### src/hdl/gms_pkg.sv
// Shared types, constants and helpers for the generative melody sequencer.
// No dependencies; every other file refers to this package by scoped names.
package gms_pkg;

  localparam int MAX_ONSETS = 5;
  localparam int SCALE_BITS = 5;

  localparam int CNT_W   = $clog2(MAX_ONSETS + 1);
  localparam int IDX_W   = $clog2(MAX_ONSETS);
  localparam int HDEG_W  = SCALE_BITS + 1;
  localparam int DEG_W   = SCALE_BITS + 2;
  localparam int SDEG_W  = SCALE_BITS + 4;
  localparam int POS_W   = 4;
  localparam int LEN_W   = 5;
  localparam int KIND_W  = 2;
  localparam int NOTE_W  = 3;
  localparam int BAR_W   = 2;
  localparam int PHRASE_W = 2;
  localparam int RNG_W   = 32;
  localparam int REM_W   = 4;
  localparam int NIB_N   = RNG_W / 4;
  localparam int NIB_W   = $clog2(NIB_N);

  localparam logic [RNG_W-1:0] SEED_RESET = 32'd2463534242;

  localparam int XS_SHL_A = 13;
  localparam int XS_SHR   = 17;
  localparam int XS_SHL_B = 5;

  localparam int GAP_N = 6;
  localparam logic [2:0] GAP_TABLE [0:GAP_N-1] = '{3'd2, 3'd2, 3'd2, 3'd3, 3'd4, 3'd4};

  localparam logic [REM_W-1:0] MOD_GAP_VAL   = REM_W'(GAP_N);
  localparam logic [REM_W-1:0] MOD_BIT_VAL   = 4'd2;
  localparam logic [REM_W-1:0] MOD_SHIFT_VAL = 4'd3;
  localparam logic [REM_W-1:0] MOD_SLIDE_VAL = 4'd10;

  localparam int POS_LIMIT    = 13;
  localparam int SLIDE_LIMIT  = 6;
  localparam int RUN_END      = 7;
  localparam int RUN_OFFSET   = 5;
  localparam int REST_LEN     = 4;
  localparam int PICKUP_LEN   = 4;
  localparam int RESOLVE_LEN  = 12;
  localparam int RUN_LEN      = 2;
  localparam int BAR_STEPS    = 16;
  localparam int MIN_SCALE    = 2;
  localparam int MAX_DEGREE   = 3 * ((1 << SCALE_BITS) - 1);

  typedef enum logic [KIND_W-1:0] {
    KIND_REST   = 2'd0,
    KIND_ATTACK = 2'd1,
    KIND_SLIDE  = 2'd2
  } note_kind_t;

  typedef enum logic [1:0] {
    MOD_GAP,
    MOD_BIT,
    MOD_SHIFT,
    MOD_SLIDE
  } mod_sel_t;

  typedef struct packed {
    logic     start;
    mod_sel_t sel;
  } draw_req_t;

  typedef struct packed {
    logic             done;
    logic [REM_W-1:0] rem;
  } draw_rsp_t;

  function automatic logic [REM_W-1:0] modulus(input mod_sel_t sel);
    logic [REM_W-1:0] m;
    case (sel)
      MOD_GAP:   m = MOD_GAP_VAL;
      MOD_BIT:   m = MOD_BIT_VAL;
      MOD_SHIFT: m = MOD_SHIFT_VAL;
      MOD_SLIDE: m = MOD_SLIDE_VAL;
      default:   m = MOD_BIT_VAL;
    endcase
    return m;
  endfunction

  function automatic logic [RNG_W-1:0] xorshift(input logic [RNG_W-1:0] s_in);
    logic [RNG_W-1:0] s;
    s = s_in;
    s = s ^ (s << XS_SHL_A);
    s = s ^ (s >> XS_SHR);
    s = s ^ (s << XS_SHL_B);
    return s;
  endfunction

endpackage

### src/hdl/gms_if.sv
// Valid/ready channel interfaces for the melody sequencer: request and note result.
// Depends on gms_pkg for field widths.
interface gms_in_if;
  logic                           valid;
  logic                           ready;
  logic [gms_pkg::SCALE_BITS-1:0] scale_len;

  modport source (output valid, output scale_len, input ready);
  modport sink   (input valid, input scale_len, output ready);
endinterface

interface gms_out_if;
  logic                       valid;
  logic                       ready;
  logic [gms_pkg::KIND_W-1:0] note_kind;
  logic [gms_pkg::DEG_W-1:0]  degree;
  logic [gms_pkg::LEN_W-1:0]  length_16ths;

  modport source (output valid, output note_kind, output degree, output length_16ths,
                  input ready);
  modport sink   (input valid, input note_kind, input degree, input length_16ths,
                  output ready);
endinterface

### src/hdl/gms_draw.sv
// Shared random draw unit: xorshift generator plus a nibble-serial small-modulus reducer.
// Depends on gms_pkg (xorshift, modulus table, request/response structs).
module gms_draw (
  input  logic                        clk,
  input  logic                        rst_n,
  input  logic                        seed_load,
  input  logic [gms_pkg::RNG_W-1:0]   seed_value,
  input  gms_pkg::draw_req_t          req,
  output gms_pkg::draw_rsp_t          rsp
);

  logic [gms_pkg::RNG_W-1:0] rng_r, rng_nxt;
  logic [gms_pkg::RNG_W-1:0] word_r, word_nxt;
  logic [gms_pkg::REM_W-1:0] rem_r, rem_nxt;
  logic [gms_pkg::REM_W-1:0] mod_r, mod_nxt;
  logic [gms_pkg::NIB_W-1:0] nib_r, nib_nxt;
  logic                      busy_r, busy_nxt;
  logic                      done_r, done_nxt;
  logic [gms_pkg::RNG_W-1:0] fresh;
  logic [7:0]                red;
  logic [7:0]                msh;

  always_comb begin
    fresh = gms_pkg::xorshift(rng_r);
    // Restoring reduction of {rem, next nibble}, which stays below 16 * modulus.
    red = {rem_r, word_r[gms_pkg::RNG_W-1 -: 4]};
    for (int i = 3; i >= 0; i--) begin
      msh = 8'({4'b0, mod_r} << i);
      if (red >= msh) begin
        red = red - msh;
      end
    end

    rng_nxt  = rng_r;
    word_nxt = word_r;
    rem_nxt  = rem_r;
    mod_nxt  = mod_r;
    nib_nxt  = nib_r;
    busy_nxt = busy_r;
    done_nxt = 1'b0;

    if (seed_load) begin
      rng_nxt = seed_value;
    end else if (req.start) begin
      rng_nxt  = fresh;
      word_nxt = fresh;
      rem_nxt  = '0;
      mod_nxt  = gms_pkg::modulus(req.sel);
      nib_nxt  = '0;
      busy_nxt = 1'b1;
    end else if (busy_r) begin
      word_nxt = word_r << 4;
      rem_nxt  = red[gms_pkg::REM_W-1:0];
      nib_nxt  = nib_r + 1'b1;
      if (nib_r == gms_pkg::NIB_W'(gms_pkg::NIB_N - 1)) begin
        busy_nxt = 1'b0;
        done_nxt = 1'b1;
      end
    end
  end

  always_ff @(posedge clk) begin
    if (!rst_n) begin
      rng_r  <= gms_pkg::SEED_RESET;
      busy_r <= 1'b0;
      done_r <= 1'b0;
      nib_r  <= '0;
    end else begin
      rng_r  <= rng_nxt;
      busy_r <= busy_nxt;
      done_r <= done_nxt;
      nib_r  <= nib_nxt;
    end
    word_r <= word_nxt;
    rem_r  <= rem_nxt;
    mod_r  <= mod_nxt;
  end

  assign rsp.done = done_r;
  assign rsp.rem  = rem_r;

endmodule

### src/hdl/generative_melody_sequencer.sv
// Top level of the generative melody sequencer: note sequencer FSM, hook store, output register.
// Depends on gms_pkg, gms_if.sv (channel interfaces) and gms_draw (shared random draw unit).
//
// Each transfer on the request channel (scale_len, raised to at least 2) yields exactly one
// note on the result channel: kind (rest/attack/slide), scale degree and length in sixteenths.
// Melody sections of four phrases of four bars: bar 0 plays a random hook, bar 1 repeats it
// shifted by -1/0/+1, bar 2 is a two-note resolution, bar 3 a rest plus a six-note run; the
// third phrase of each section is lifted by one scale length. All randomness comes from a
// 32-bit xorshift generator; writing cfg_wr_data with cfg_wr_en loads the seed straight into
// the generator (reset seed 2463534242). One request is handled at a time: in_if.ready is high
// only while the sequencer is idle, and a finished note waits in the output register so the
// next request can transfer meanwhile. Every random choice goes through one shared draw unit
// whose registered result follows one generator step and then a remainder reduced four bits
// per cycle across the word, a seed load pausing it. Resolution and run notes and the first
// note of bar 1 need no draw; the other hook and answer notes need one draw (the slide
// choice, or the answer shift on the first note of bar 0); the first note of each section
// also rolls a new hook, which adds up to 11 draws. A stalled result channel, with a note
// still in the output register, holds the new note in S_EMIT and delays the return to idle.
module generative_melody_sequencer (
  input  logic                      clk,
  input  logic                      rst_n,
  gms_in_if.sink                    in_if,
  gms_out_if.source                 out_if,
  input  logic                      cfg_wr_en,
  input  logic [gms_pkg::RNG_W-1:0] cfg_wr_data
);

  localparam int SW = gms_pkg::SDEG_W;

  localparam logic [gms_pkg::BAR_W-1:0] BAR_HOOK    = 2'd0;
  localparam logic [gms_pkg::BAR_W-1:0] BAR_ANSWER  = 2'd1;
  localparam logic [gms_pkg::BAR_W-1:0] BAR_RESOLVE = 2'd2;
  localparam logic [gms_pkg::BAR_W-1:0] BAR_RUN     = 2'd3;
  localparam logic [gms_pkg::PHRASE_W-1:0] PHRASE_LIFT = 2'd2;

  typedef enum logic [3:0] {
    S_IDLE,
    S_ROLL_POS,
    S_ROLL_GAP,
    S_ROLL_D0,
    S_ROLL_DEG,
    S_ROLL_STEP,
    S_NOTE,
    S_SHIFT,
    S_READ0,
    S_READ1,
    S_KIND,
    S_EMIT
  } state_t;

  function automatic logic signed [SW-1:0] clamp_deg(input logic signed [SW-1:0] v,
                                                     input logic signed [SW-1:0] hi);
    logic signed [SW-1:0] r;
    r = v;
    if (v < 0) begin
      r = '0;
    end else if (v > hi) begin
      r = hi;
    end
    return r;
  endfunction

  // Control state
  state_t                          state_r, state_nxt;
  logic [gms_pkg::SCALE_BITS-1:0]  sl_r, sl_nxt;
  logic [gms_pkg::CNT_W-1:0]       cnt_r, cnt_nxt;
  logic [gms_pkg::CNT_W-1:0]       hix_r, hix_nxt;
  logic [gms_pkg::POS_W:0]         pos_r, pos_nxt;
  logic signed [SW-1:0]            d_r, d_nxt;
  logic [1:0]                      shift_r, shift_nxt;
  logic [gms_pkg::BAR_W-1:0]       bar_r, bar_nxt;
  logic [gms_pkg::NOTE_W-1:0]      idx_r, idx_nxt;
  logic [gms_pkg::PHRASE_W-1:0]    phrase_r, phrase_nxt;
  logic                            out_valid_r, out_valid_nxt;

  // Payload
  logic [gms_pkg::POS_W-1:0]       at_r, at_nxt;
  logic [gms_pkg::HDEG_W-1:0]      base_r, base_nxt;
  gms_pkg::note_kind_t             res_kind_r, res_kind_nxt;
  logic [gms_pkg::DEG_W-1:0]       res_deg_r, res_deg_nxt;
  logic [gms_pkg::LEN_W-1:0]       res_len_r, res_len_nxt;
  gms_pkg::note_kind_t             out_kind_r, out_kind_nxt;
  logic [gms_pkg::DEG_W-1:0]       out_deg_r, out_deg_nxt;
  logic [gms_pkg::LEN_W-1:0]       out_len_r, out_len_nxt;

  // Hook store
  logic [gms_pkg::POS_W-1:0]       onset_pos_r [gms_pkg::MAX_ONSETS];
  logic [gms_pkg::HDEG_W-1:0]      hook_deg_r  [gms_pkg::MAX_ONSETS];
  logic                            pos_we, hdeg_we;
  logic [gms_pkg::IDX_W-1:0]       pos_waddr, hdeg_waddr;
  logic [gms_pkg::POS_W-1:0]       pos_wdata;
  logic [gms_pkg::HDEG_W-1:0]      hdeg_wdata;

  // Read port of the hook store
  logic [gms_pkg::CNT_W-1:0]       rd_sel;
  logic                            rd_hit;
  logic [gms_pkg::POS_W-1:0]       rd_pos;
  logic [gms_pkg::HDEG_W-1:0]      rd_deg;

  gms_pkg::draw_req_t              draw_req;
  gms_pkg::draw_rsp_t              draw_rsp;

  // Working values
  logic [gms_pkg::SCALE_BITS-1:0]  in_sl;
  logic signed [SW-1:0]            sl_s, lift_s, hi_s, k_s, shift_s, deg_s;
  logic [gms_pkg::POS_W:0]         next_at;
  logic [gms_pkg::NOTE_W-1:0]      idx_inc;
  logic                            hook_wrap;

  gms_draw u_draw (
    .clk        (clk),
    .rst_n      (rst_n),
    .seed_load  (cfg_wr_en),
    .seed_value (cfg_wr_data),
    .req        (draw_req),
    .rsp        (draw_rsp)
  );

  assign in_if.ready         = (state_r == S_IDLE);
  assign out_if.valid        = out_valid_r;
  assign out_if.note_kind    = out_kind_r;
  assign out_if.degree       = out_deg_r;
  assign out_if.length_16ths = out_len_r;

  // Single read port; read the next onset in the second read cycle.
  always_comb begin
    rd_sel = gms_pkg::CNT_W'(idx_r);
    if (state_r == S_READ1) begin
      rd_sel = gms_pkg::CNT_W'(idx_r) + 1'b1;
    end
    rd_hit = (rd_sel < cnt_r);
    rd_pos = rd_hit ? onset_pos_r[rd_sel[gms_pkg::IDX_W-1:0]] : '0;
    rd_deg = rd_hit ? hook_deg_r[rd_sel[gms_pkg::IDX_W-1:0]] : '0;
  end

  always_comb begin
    in_sl   = (in_if.scale_len < gms_pkg::SCALE_BITS'(gms_pkg::MIN_SCALE)) ?
              gms_pkg::SCALE_BITS'(gms_pkg::MIN_SCALE) : in_if.scale_len;
    sl_s    = SW'(sl_r);
    lift_s  = (phrase_r == PHRASE_LIFT) ? sl_s : '0;
    hi_s    = sl_s + sl_s + sl_s;
    k_s     = SW'(idx_r) - SW'(1);
    shift_s = SW'(signed'(shift_r));
    next_at = rd_hit ? {1'b0, rd_pos} : (gms_pkg::POS_W + 1)'(gms_pkg::BAR_STEPS);
    // Advance within the hook bars; wrap to the next bar after the last onset.
    idx_inc   = idx_r + 1'b1;
    hook_wrap = ((gms_pkg::NOTE_W + 1)'(idx_inc) >= (gms_pkg::NOTE_W + 1)'(cnt_r));
    deg_s   = '0;

    state_nxt     = state_r;
    sl_nxt        = sl_r;
    cnt_nxt       = cnt_r;
    hix_nxt       = hix_r;
    pos_nxt       = pos_r;
    d_nxt         = d_r;
    shift_nxt     = shift_r;
    bar_nxt       = bar_r;
    idx_nxt       = idx_r;
    phrase_nxt    = phrase_r;
    out_valid_nxt = out_valid_r;
    at_nxt        = at_r;
    base_nxt      = base_r;
    res_kind_nxt  = res_kind_r;
    res_deg_nxt   = res_deg_r;
    res_len_nxt   = res_len_r;
    out_kind_nxt  = out_kind_r;
    out_deg_nxt   = out_deg_r;
    out_len_nxt   = out_len_r;

    draw_req.start = 1'b0;
    draw_req.sel   = gms_pkg::MOD_BIT;
    pos_we     = 1'b0;
    pos_waddr  = cnt_r[gms_pkg::IDX_W-1:0];
    pos_wdata  = pos_r[gms_pkg::POS_W-1:0];
    hdeg_we    = 1'b0;
    hdeg_waddr = hix_r[gms_pkg::IDX_W-1:0];
    hdeg_wdata = gms_pkg::HDEG_W'(clamp_deg(d_r, sl_s + sl_s));

    // Drop the result once the sink takes it.
    if (out_valid_r && out_if.ready) begin
      out_valid_nxt = 1'b0;
    end

    case (state_r)
      S_IDLE: begin
        if (in_if.valid) begin
          sl_nxt = in_sl;
          if (cnt_r == '0) begin
            pos_nxt   = '0;
            state_nxt = S_ROLL_POS;
          end else begin
            state_nxt = S_NOTE;
          end
        end
      end

      // Hook roll: store onset, then draw a gap.
      S_ROLL_POS: begin
        pos_we         = 1'b1;
        cnt_nxt        = cnt_r + 1'b1;
        draw_req.start = 1'b1;
        draw_req.sel   = gms_pkg::MOD_GAP;
        state_nxt      = S_ROLL_GAP;
      end

      S_ROLL_GAP: begin
        if (draw_rsp.done) begin
          pos_nxt = pos_r + (gms_pkg::POS_W + 1)'(gms_pkg::GAP_TABLE[draw_rsp.rem[2:0]]);
          if (cnt_r == gms_pkg::CNT_W'(gms_pkg::MAX_ONSETS) ||
              pos_nxt > (gms_pkg::POS_W + 1)'(gms_pkg::POS_LIMIT)) begin
            draw_req.start = 1'b1;
            draw_req.sel   = gms_pkg::MOD_BIT;
            state_nxt      = S_ROLL_D0;
          end else begin
            state_nxt = S_ROLL_POS;
          end
        end
      end

      S_ROLL_D0: begin
        if (draw_rsp.done) begin
          d_nxt     = sl_s - SW'(draw_rsp.rem);
          hix_nxt   = '0;
          state_nxt = S_ROLL_DEG;
        end
      end

      S_ROLL_DEG: begin
        hdeg_we        = 1'b1;
        draw_req.start = 1'b1;
        draw_req.sel   = gms_pkg::MOD_BIT;
        state_nxt      = S_ROLL_STEP;
      end

      S_ROLL_STEP: begin
        if (draw_rsp.done) begin
          d_nxt   = d_r + SW'(1) + SW'(draw_rsp.rem);
          hix_nxt = hix_r + 1'b1;
          state_nxt = (hix_nxt == cnt_r) ? S_NOTE : S_ROLL_DEG;
        end
      end

      S_NOTE: begin
        case (bar_r)
          BAR_RUN: begin
            if (idx_r == '0) begin
              res_kind_nxt = gms_pkg::KIND_REST;
              deg_s        = sl_s + lift_s;
              res_len_nxt  = gms_pkg::LEN_W'(gms_pkg::REST_LEN);
              idx_nxt      = gms_pkg::NOTE_W'(1);
            end else begin
              deg_s = phrase_r[0] ? (sl_s + sl_s - k_s - k_s)
                                  : (sl_s - SW'(gms_pkg::RUN_OFFSET) + k_s);
              deg_s        = clamp_deg(deg_s, hi_s);
              res_len_nxt  = gms_pkg::LEN_W'(gms_pkg::RUN_LEN);
              res_kind_nxt = (idx_r == gms_pkg::NOTE_W'(1)) ? gms_pkg::KIND_ATTACK
                                                            : gms_pkg::KIND_SLIDE;
              idx_nxt      = idx_inc;
              if (idx_inc >= gms_pkg::NOTE_W'(gms_pkg::RUN_END)) begin
                // End of phrase; a new section rolls a fresh hook.
                idx_nxt    = '0;
                bar_nxt    = BAR_HOOK;
                phrase_nxt = phrase_r + 1'b1;
                if (phrase_nxt == '0) begin
                  cnt_nxt = '0;
                end
              end
            end
            res_deg_nxt = deg_s[gms_pkg::DEG_W-1:0];
            state_nxt   = S_EMIT;
          end
          BAR_RESOLVE: begin
            if (idx_r == '0) begin
              res_kind_nxt = gms_pkg::KIND_ATTACK;
              deg_s        = sl_s + lift_s + SW'(1);
              res_len_nxt  = gms_pkg::LEN_W'(gms_pkg::PICKUP_LEN);
              idx_nxt      = gms_pkg::NOTE_W'(1);
            end else begin
              res_kind_nxt = gms_pkg::KIND_SLIDE;
              deg_s        = sl_s + lift_s;
              res_len_nxt  = gms_pkg::LEN_W'(gms_pkg::RESOLVE_LEN);
              idx_nxt      = '0;
              bar_nxt      = BAR_RUN;
            end
            res_deg_nxt = deg_s[gms_pkg::DEG_W-1:0];
            state_nxt   = S_EMIT;
          end
          default: begin
            if (bar_r == BAR_HOOK && idx_r == '0) begin
              draw_req.start = 1'b1;
              draw_req.sel   = gms_pkg::MOD_SHIFT;
              state_nxt      = S_SHIFT;
            end else begin
              state_nxt = S_READ0;
            end
          end
        endcase
      end

      S_SHIFT: begin
        if (draw_rsp.done) begin
          shift_nxt = draw_rsp.rem[1:0] - 2'd1;
          state_nxt = S_READ0;
        end
      end

      S_READ0: begin
        at_nxt    = rd_pos;
        base_nxt  = rd_deg;
        state_nxt = S_READ1;
      end

      S_READ1: begin
        deg_s = SW'(base_r) + lift_s + ((bar_r == BAR_ANSWER) ? shift_s : '0);
        deg_s = clamp_deg(deg_s, hi_s);
        res_deg_nxt = deg_s[gms_pkg::DEG_W-1:0];
        res_len_nxt = gms_pkg::LEN_W'(next_at - (gms_pkg::POS_W + 1)'(at_r));
        if (idx_r == '0) begin
          res_kind_nxt = gms_pkg::KIND_ATTACK;
          idx_nxt      = hook_wrap ? '0 : idx_inc;
          bar_nxt      = hook_wrap ? bar_r + 1'b1 : bar_r;
          state_nxt    = S_EMIT;
        end else begin
          draw_req.start = 1'b1;
          draw_req.sel   = gms_pkg::MOD_SLIDE;
          state_nxt      = S_KIND;
        end
      end

      S_KIND: begin
        if (draw_rsp.done) begin
          res_kind_nxt = (draw_rsp.rem < gms_pkg::REM_W'(gms_pkg::SLIDE_LIMIT)) ?
                         gms_pkg::KIND_SLIDE : gms_pkg::KIND_ATTACK;
          idx_nxt      = hook_wrap ? '0 : idx_inc;
          bar_nxt      = hook_wrap ? bar_r + 1'b1 : bar_r;
          state_nxt    = S_EMIT;
        end
      end

      // Hold the note until the output register is free.
      S_EMIT: begin
        if (!out_valid_r || out_if.ready) begin
          out_valid_nxt = 1'b1;
          out_kind_nxt  = res_kind_r;
          out_deg_nxt   = res_deg_r;
          out_len_nxt   = res_len_r;
          state_nxt     = S_IDLE;
        end
      end

      default: begin
        state_nxt = S_IDLE;
      end
    endcase
  end

  always_ff @(posedge clk) begin
    if (!rst_n) begin
      state_r     <= S_IDLE;
      cnt_r       <= '0;
      hix_r       <= '0;
      shift_r     <= '0;
      bar_r       <= BAR_HOOK;
      idx_r       <= '0;
      phrase_r    <= '0;
      out_valid_r <= 1'b0;
    end else begin
      state_r     <= state_nxt;
      cnt_r       <= cnt_nxt;
      hix_r       <= hix_nxt;
      shift_r     <= shift_nxt;
      bar_r       <= bar_nxt;
      idx_r       <= idx_nxt;
      phrase_r    <= phrase_nxt;
      out_valid_r <= out_valid_nxt;
    end
    sl_r       <= sl_nxt;
    pos_r      <= pos_nxt;
    d_r        <= d_nxt;
    at_r       <= at_nxt;
    base_r     <= base_nxt;
    res_kind_r <= res_kind_nxt;
    res_deg_r  <= res_deg_nxt;
    res_len_r  <= res_len_nxt;
    out_kind_r <= out_kind_nxt;
    out_deg_r  <= out_deg_nxt;
    out_len_r  <= out_len_nxt;
  end

  always_ff @(posedge clk) begin
    if (pos_we) begin
      onset_pos_r[pos_waddr] <= pos_wdata;
    end
    if (hdeg_we) begin
      hook_deg_r[hdeg_waddr] <= hdeg_wdata;
    end
  end

endmodule

### src/flat_wrapper.sv
// flat-port wrapper written by rule: the top's interface ports become plain ports
module generative_melody_sequencer_flat 
  (clk, rst_n, cfg_wr_en, cfg_wr_data, in_if_valid, in_if_scale_len, in_if_ready, out_if_valid, out_if_note_kind, out_if_degree, out_if_length_16ths, out_if_ready);
  gms_in_if in_if_i ();
  gms_out_if out_if_i ();
  input  logic clk;
  input  logic rst_n;
  input  logic cfg_wr_en;
  input  logic [gms_pkg::RNG_W-1:0] cfg_wr_data;
  input wire logic [$bits(in_if_i.valid)-1:0] in_if_valid;
  input wire logic [$bits(in_if_i.scale_len)-1:0] in_if_scale_len;
  output wire logic [$bits(in_if_i.ready)-1:0] in_if_ready;
  output wire logic [$bits(out_if_i.valid)-1:0] out_if_valid;
  output wire logic [$bits(out_if_i.note_kind)-1:0] out_if_note_kind;
  output wire logic [$bits(out_if_i.degree)-1:0] out_if_degree;
  output wire logic [$bits(out_if_i.length_16ths)-1:0] out_if_length_16ths;
  input wire logic [$bits(out_if_i.ready)-1:0] out_if_ready;
  assign in_if_i.valid = in_if_valid;
  assign in_if_i.scale_len = in_if_scale_len;
  assign in_if_ready = in_if_i.ready;
  assign out_if_valid = out_if_i.valid;
  assign out_if_note_kind = out_if_i.note_kind;
  assign out_if_degree = out_if_i.degree;
  assign out_if_length_16ths = out_if_i.length_16ths;
  assign out_if_i.ready = out_if_ready;
  generative_melody_sequencer u_core (.clk(clk), .rst_n(rst_n), .in_if(in_if_i), .out_if(out_if_i), .cfg_wr_en(cfg_wr_en), .cfg_wr_data(cfg_wr_data));
endmodule
### config.mk
export PLATFORM = sky130hd
export DESIGN_NAME = generative_melody_sequencer_flat
export DESIGN_NICKNAME = d
export VERILOG_FILES = /design/src/hdl/gms_pkg.sv /design/src/hdl/gms_if.sv /design/src/hdl/gms_draw.sv /design/src/hdl/generative_melody_sequencer.sv /design/src/flat_wrapper.sv
export SDC_FILE = /design/constraint.sdc
export NUM_CORES = 1
export LEC_CHECK = 0
export ABC_AREA = 1
export BUFFER_PORTS_ARGS = -buffer_cell sky130_fd_sc_hd__buf_2
export CORE_UTILIZATION = 40
export CTS_CLUSTER_DIAMETER = 50
export DETAILED_ROUTE_END_ITERATION = 8
export MAX_ROUTING_LAYER = met4
export PLACE_DENSITY = 0.57
export SYNTH_ARGS = -nofsm -noshare
export SYNTH_HDL_FRONTEND = slang
export SYNTH_HIERARCHICAL = 1
export SYNTH_SLANG_ARGS = --single-unit
### constraint.sdc
create_clock -name clk -period 7 [get_ports clk]
set_input_delay 0.35 -clock clk [delete_from_list [all_inputs] [get_ports clk]]
set_output_delay 0.35 -clock clk [all_outputs]
set_load 0.01 [all_outputs]
Word-level counts from Yosys, hierarchy flattened
Memory sizes are Yosys's and may differ from the RTL's. A register that Yosys moved wholly into a read port is not among the register bits.
Index checks and enable logic that the tools add are counted.
{"block": "word_totals", "register_bits": 148, "latch_bits": 0, "mem_bits_rw": 50, "romBits": 24, "inputBits": 42, "output_inout_bits": 16, "wordCells": 259, "memories": 3}
{"memory": "u_core.hook_deg_r", "words": 5, "width": 6, "read_ports": 1, "rd_ports_with_merged_regs": 1, "write_ports": 1, "line_no": "generative_melody_sequencer.sv:88", "text": "logic [gms_pkg::HDEG_W-1:0] hook_deg_r [gms_pkg::MAX_ONSETS];"}
{"memory": "(no name shown)", "words": 8, "width": 3, "read_ports": 1, "rd_ports_with_merged_regs": 0, "write_ports": 0, "line_no": "generative_melody_sequencer.sv:208", "text": "pos_nxt = pos_r + (gms_pkg::POS_W + 1)'(gms_pkg::GAP_TABLE[draw_rsp.rem[2:0]]);"}
{"memory": "u_core.onset_pos_r", "words": 5, "width": 4, "read_ports": 1, "rd_ports_with_merged_regs": 0, "write_ports": 1, "line_no": "generative_melody_sequencer.sv:87", "text": "logic [gms_pkg::POS_W-1:0] onset_pos_r [gms_pkg::MAX_ONSETS];"}
{"block": "classes", "addsub": 27, "n_mul": 0, "n_div": 0, "order_cmp": 17, "n_eq_ne": 39, "shifts": 0, "mux": 106, "n_bitwise": 8, "reduce_logical": 34}
{"cell": "$mux W32", "n": 4}
{"cell": "$mux W3", "n": 23}
{"cell": "$xor A32 B32 Y32", "n": 2}
{"cell": "$mux W4", "n": 13}
{"cell": "$pmux W4 S12", "n": 1}
{"cell": "$mux W7", "n": 6}
{"cell": "$mux W9", "n": 4}
{"cell": "$xor A32 B15 Y32", "n": 1}
{"cell": "$pmux W5 S2", "n": 3}
{"cell": "$mux W2", "n": 14}
{"cell": "$pmux W7 S2", "n": 2}
{"cell": "$lt A9 B1 Y1 const B", "n": 3}
{"cell": "$mux W5", "n": 5}
{"cell": "$mux W8", "n": 3}
{"cell": "$add A9 B9 Y9", "n": 2}
{"cell": "$gt A9 B9 Y1", "n": 2}
{"cell": "$pmux W3 S2", "n": 3}
{"cell": "$pmux W9 S2", "n": 1}
{"cell": "$sub A9 B9 Y9", "n": 2}
{"cell": "$eq A4 B3 Y1 const B", "n": 4}
{"cell": "$eq A4 B4 Y1 const B", "n": 4}
{"cell": "$ne A2 B2 Y1 const B", "n": 8}
{"cell": "$pmux W4 S4", "n": 1}
{"cell": "$mux W1", "n": 15}
{"cell": "64 further kinds", "n": 105}

Logic depth before layout (Yosys ltp)
{"block": "logic_depth", "word_depth": 12, "depth_mapped": 38, "ltp_nobuf": 38}

Modules after synthesis
Netlist, hierarchy kept.
{"mod": "generative_melody_sequencer", "n_inst": 1, "cells_per_inst": 1021, "area_each_um2": 8655.8, "seq_area_each_um2": 3613.5}
{"mod": "gms_draw", "n_inst": 1, "cells_per_inst": 570, "area_each_um2": 4733.3, "seq_area_each_um2": 1911.8}

Least setup slack after synthesis
Ideal clock, no wire load.
{"block": "synth_timing", "kind": "flip-flop to flip-flop", "from": "register u_core/u_draw/rem_r[2] (netlist bit)", "to": "register u_core/u_draw/rem_r[0] (netlist bit), data pin", "arrival_time_ns": 4.988, "required_time_ns": 6.747, "slack_ns": 1.759, "stages_incl_launch_ff": 36, "period_less_slack_ns": 5.241, "path_cell_list": "edfxtp_1 > ha_1 > nand2_2 > nand2_2 > nor2_2 > nand3_4 > inv_1 > nand2_1 > o21ai_0 > ha_1 > nand2_1 > a21oi_1 > nor2_1 > nand3_4 > nor2_8 > nand2_4 > mux2_2 > ha_1 > nand4_4 > nand3_1 > nand2_2 > nand2_4 > o21ai_0 > o21ai_0 > inv_1 > ha_1 > nand2_1 > inv_1 > a221oi_1 > nand2_1 > nor2_1 > nand2_1 > nor2_4 > nand3_4 > o21ai_1 > nor2_1"}
{"block": "synth_between", "elab_chain_len": 10, "elab_cells_between_ends": 23, "cone_classes": "add/sub (5); order compare (5); mux (10); bitwise (1); reduce/logical (1); memory (1)"}
{"element": "start, declared", "line_no": "gms_draw.sv:14", "text": "logic [gms_pkg::REM_W-1:0] rem_r, rem_nxt;"}
{"element": "start signal, assigned", "line_no": "gms_draw.sv:75", "text": "rem_r <= rem_nxt;"}
{"element": "parallel branches: the longest is 10 deep, another holds $sub A8 B7 Y8"}
Parallel ways; which one is timed is not known. The select of a mux whose other input is x is not followed.
A chain may end at the register's enable or synchronous reset.

Worst setup path in the final report
Same ends and word-level chain as after synthesis.

==> out/results.tsv <==
stage	metric	value	unit
route	router iterations before antenna repair	6	
floorplan	I/O pin count	58	
yosys	Post-Syn Area	13400	um^2
yosys	number of synthesized flops with an enable pin	146	
global_routing	M2 GR Usage	0.351	
global_routing	largest net degree at the start of global routing	53	
yosys	syn nets	1749	
global_routing	grt peak-use layer	met2	
setup_path	CP endpoint kind	flip-flop	
yosys	Synth area leader	edfxtp_1	
timing	Worst-Margin Slew	1.13	ns
setup_path	origin of the critical flop-to-flop path	u_core/u_draw/rem_r[2]$_SDFFCE_PP0P_	
yosys	number of synthesized register bits	203	
floorplan	die area	34200	um^2
layout	layout cell share with drive strength beyond 1	0.117	
yosys	Mean Syn Cell Area	8.42	um^2
setup_path	Worst path most repeated cell	nand2_1	
layout	area delta synth->final	13.5	%
run_status	status	complete, no violations	
timing	Slew HR	0.242	
yosys	Main synth FF type	edfxtp_1	
clock_network	Root Driver	clkbuf_16	
timing	Final Skew	0.0207	ns
layout	Final nets	1806	
place	RePlAce Congestion	0.901	
setup_path	crit path kind	reg2reg	
clock_network	Clock Tree Buf Depth	3	
floorplan	Initial Util	0.409	
clock_network	H-tree Lvls	1	
yosys	Synth area leaders	edfxtp_1 (33%), ha_1 (9.7%), nand2_1 (9.7%)	
place	Port Buffers	57	
clock_network	clk_lat worst skew	0.54	ns
timing	fin crit share	0.837	
floorplan	die width	185	um
route	number of DRC markers in iteration 0	634	
route	via count	10837	
worst_hold_path	HP Class	in2reg	
setup_path	CP Launch Type	flip-flop	
yosys	Cells after Synth	1591	
setup_path	crit-path max cell delay	0.53	ns
clock_network	clk slew on worst S/H paths	0.06	ns
clock_network	CTS tree	built	
yosys	synthesis warning total	6	
layout	Filler Cells Inserted	3216	
timing	endpoints failing hold	0	
pwr	power per cell area	495	nW/um^2
timing	f_max	0.171	GHz
yosys	cell with the most instances after synthesis	nand2_1	
route	Routed Antenna Nets	0	
setup_path	CP endpoint	u_core/u_draw/rem_r[0]$_SDFFCE_PP0P_	
setup_path	Worst R2R End	u_core/u_draw/rem_r[0]$_SDFFCE_PP0P_	
timing	post-layout min period	5.86	ns
global_routing	Total GRT Usage	0.206	
global_routing	GRT met1 Usage	0.257	
clock_network	CTS Sinks	203	
timing	Final WS setup	1.14	ns
yosys	top-area cell type share of the netlist area	0.327	
timing	setup repair after global routing missed its margin	false	
setup_path	CP max FO	8	
floorplan	Die Span Y	185	um
yosys	register area share after synthesis	0.413	
pwr	IR drop worst, VDD	388	uV
timing	Pins Over Slew Limit	0	
route	# DRC	0	
global_routing	initial antenna violation count	0	
layout	Non-Filler Instances	2112	
place	setup slack at placement	1.11	ns
pwr	Leak Pwr	6.72	nW
route	Total Routed Length	33300	um
run	Max-cap violations	0	
setup_path	CP Launch Point	u_core/u_draw/rem_r[2]$_SDFFCE_PP0P_	
place	dpl cells	2058	
floorplan	core area	32700	um^2
place	Detailed Place HPWL	25000	um
global_routing	first-pass GRT wire length	54100	um
route	DR vias/cell	5.13	
yosys	list of most frequent post-synthesis cells	nand2_1 (346), inv_1 (208), edfxtp_1 (146), nor2_1 (135), ha_1 (104)	
global_routing	vias in the first global route	10666	
setup_path	flop2flop setup slack	1.14	ns
global_routing	gr ovfl total	0	
timing	final setup violation count	0	
floorplan	Rows	66	
clock_network	TritonCTS buffer count	28	
yosys	Distinct cells, synth	62	
setup_path	CP max-delay cell	edfxtp_1	
clock_network	Post-CTS Setup Bufs	0	
timing	TNS Setup	0	ns
global_routing	met3 GRT Util	0.0210	
route	WL/cell	15.8	um
layout	# diodes	0	
setup_path	reg2reg path depth	33	
setup_path	Critical Path RT	7.29	ns
yosys	Async S/R FF share, synth	0	
clock_network	post_cts resized	0	
setup_path	Worst EP arrival	6.15	ns
what timing repair did:
item | in CTS | in global routing
setup endpoints to repair | 0 | 0
hold endpoints to repair | 1 | 1
hold buffers | 1 | 1
worst max-delay path: cells and delay by family, from the launching register on:
kind                     cells  cell delay (ns)
flip-flops                   1             0.53
AO/OA/AOI/OAI                5             0.90
multiplexers                 1             0.30
adder cells (fa/ha/maj)      4             1.42
AND/OR/NAND/NOR             21             2.30
buffers and inverters        2             0.16
stage by stage:
stage	util	hold WS [ns]	instance area [um^2]	total power [mW]
2_1_floorplan	-	0.400	13400	5.04
3_3_place_gp	0.432	0.402	14100	5.88
3_5_place_dp	0.432	0.406	14100	5.96
4_1_cts	0.464	0.00425	15200	7.57
5_1_grt	0.465	0.00314	15200	8.19
6_report	0.465	0.0240	15200	7.53
layout make-up:
class	instances	area, um^2	share of cell area
well taps	442	553	0.0364
repair buffers	67	365	0.0240
clock buffers	37	787	0.0518
flip-flops and latches	203	5530	0.364
multi-input cells	1121	6840	0.450
inverters	227	855	0.0562
clock inverters	15	267	0.0175
where the power goes:
part	leakage (nW)	internal [mW]	switching (mW)
clock network	0.503	1.02	0.550
logic	4.41	1.46	2.65
registers	1.81	1.66	0.183
layer usage:
metal | share of wire | up-vias
met3 | 0.041 | 61
li1 | - | 5418
met4 | 0.027 | 0
met1 | 0.45 | 5107
met5 | 0 | -
met2 | 0.48 | 251
worst min path at each step:
stage / start / to / slack (ns) / depth (start not counted)
after floorplan: u_core/res_deg_r[0]$_DFFE_PP_ / u_core/out_if.degree[0]$_DFFE_PP_ / 0.40 / 0
after global placement: u_core/res_len_r[4]$_SDFFCE_PN0P_ / u_core/out_if.length_16ths[4]$_DFFE_PP_ / 0.40 / 0
after detailed placement: u_core/res_deg_r[3]$_DFFE_PP_ / u_core/out_if.degree[3]$_DFFE_PP_ / 0.41 / 0
after CTS: in_if_scale_len[4] / u_core/sl_r[4]$_SDFFCE_PN0P_ / 0.004 / 1
after global routing: in_if_scale_len[2] / u_core/sl_r[2]$_SDFFCE_PN0P_ / 0.003 / 1
final: in_if_scale_len[2] / u_core/sl_r[2]$_SDFFCE_PN0P_ / 0.02 / 1
flip-flops by register name, summed over array words and instances, names as in the netlist, 5 cells and up:
register,cells
u_core/out_if.degree,7
u_core/res_deg_r,7
u_core/out_if.length_16ths,5
u_core/u_draw/rng_r,32
u_core/u_draw/word_r,32
u_core/base_r,6
u_core/sl_r,5
u_core/res_len_r,5
u_core/d_r,9
u_core/pos_r,5
u_core/hook_deg_r,30
u_core/onset_pos_r,20
cells in the final DEF, fill, tap and decap left out, drive strengths merged, types with 21 or more instances in the layout:
cell type    n
a21oi       73
a31oi       24
buf         65
clkbuf      37
dfxtp       57
edfxtp     146
ha         104
inv        227
nand2      368
nand3       69
nor2       148
o211ai      21
o21ai      108
xnor2       53
xor2        38
cell families (layout without fill, tap and decap cells):
logic type | Yosys count | in the layout | share of synthesized area
adders and majority gates | 116 | 116 | 0.115
muxes | 2 | 2 | 0.00159
buffers and inverters | 267 | 346 | 0.0767
DFF | 203 | 203 | 0.413
AOI/OAI and AO/OA | 276 | 276 | 0.123
xor gates and xnor gates | 91 | 91 | 0.0595
and+or+nand+nor | 636 | 636 | 0.211
Note: power is estimated with default switching activity, not from simulation.
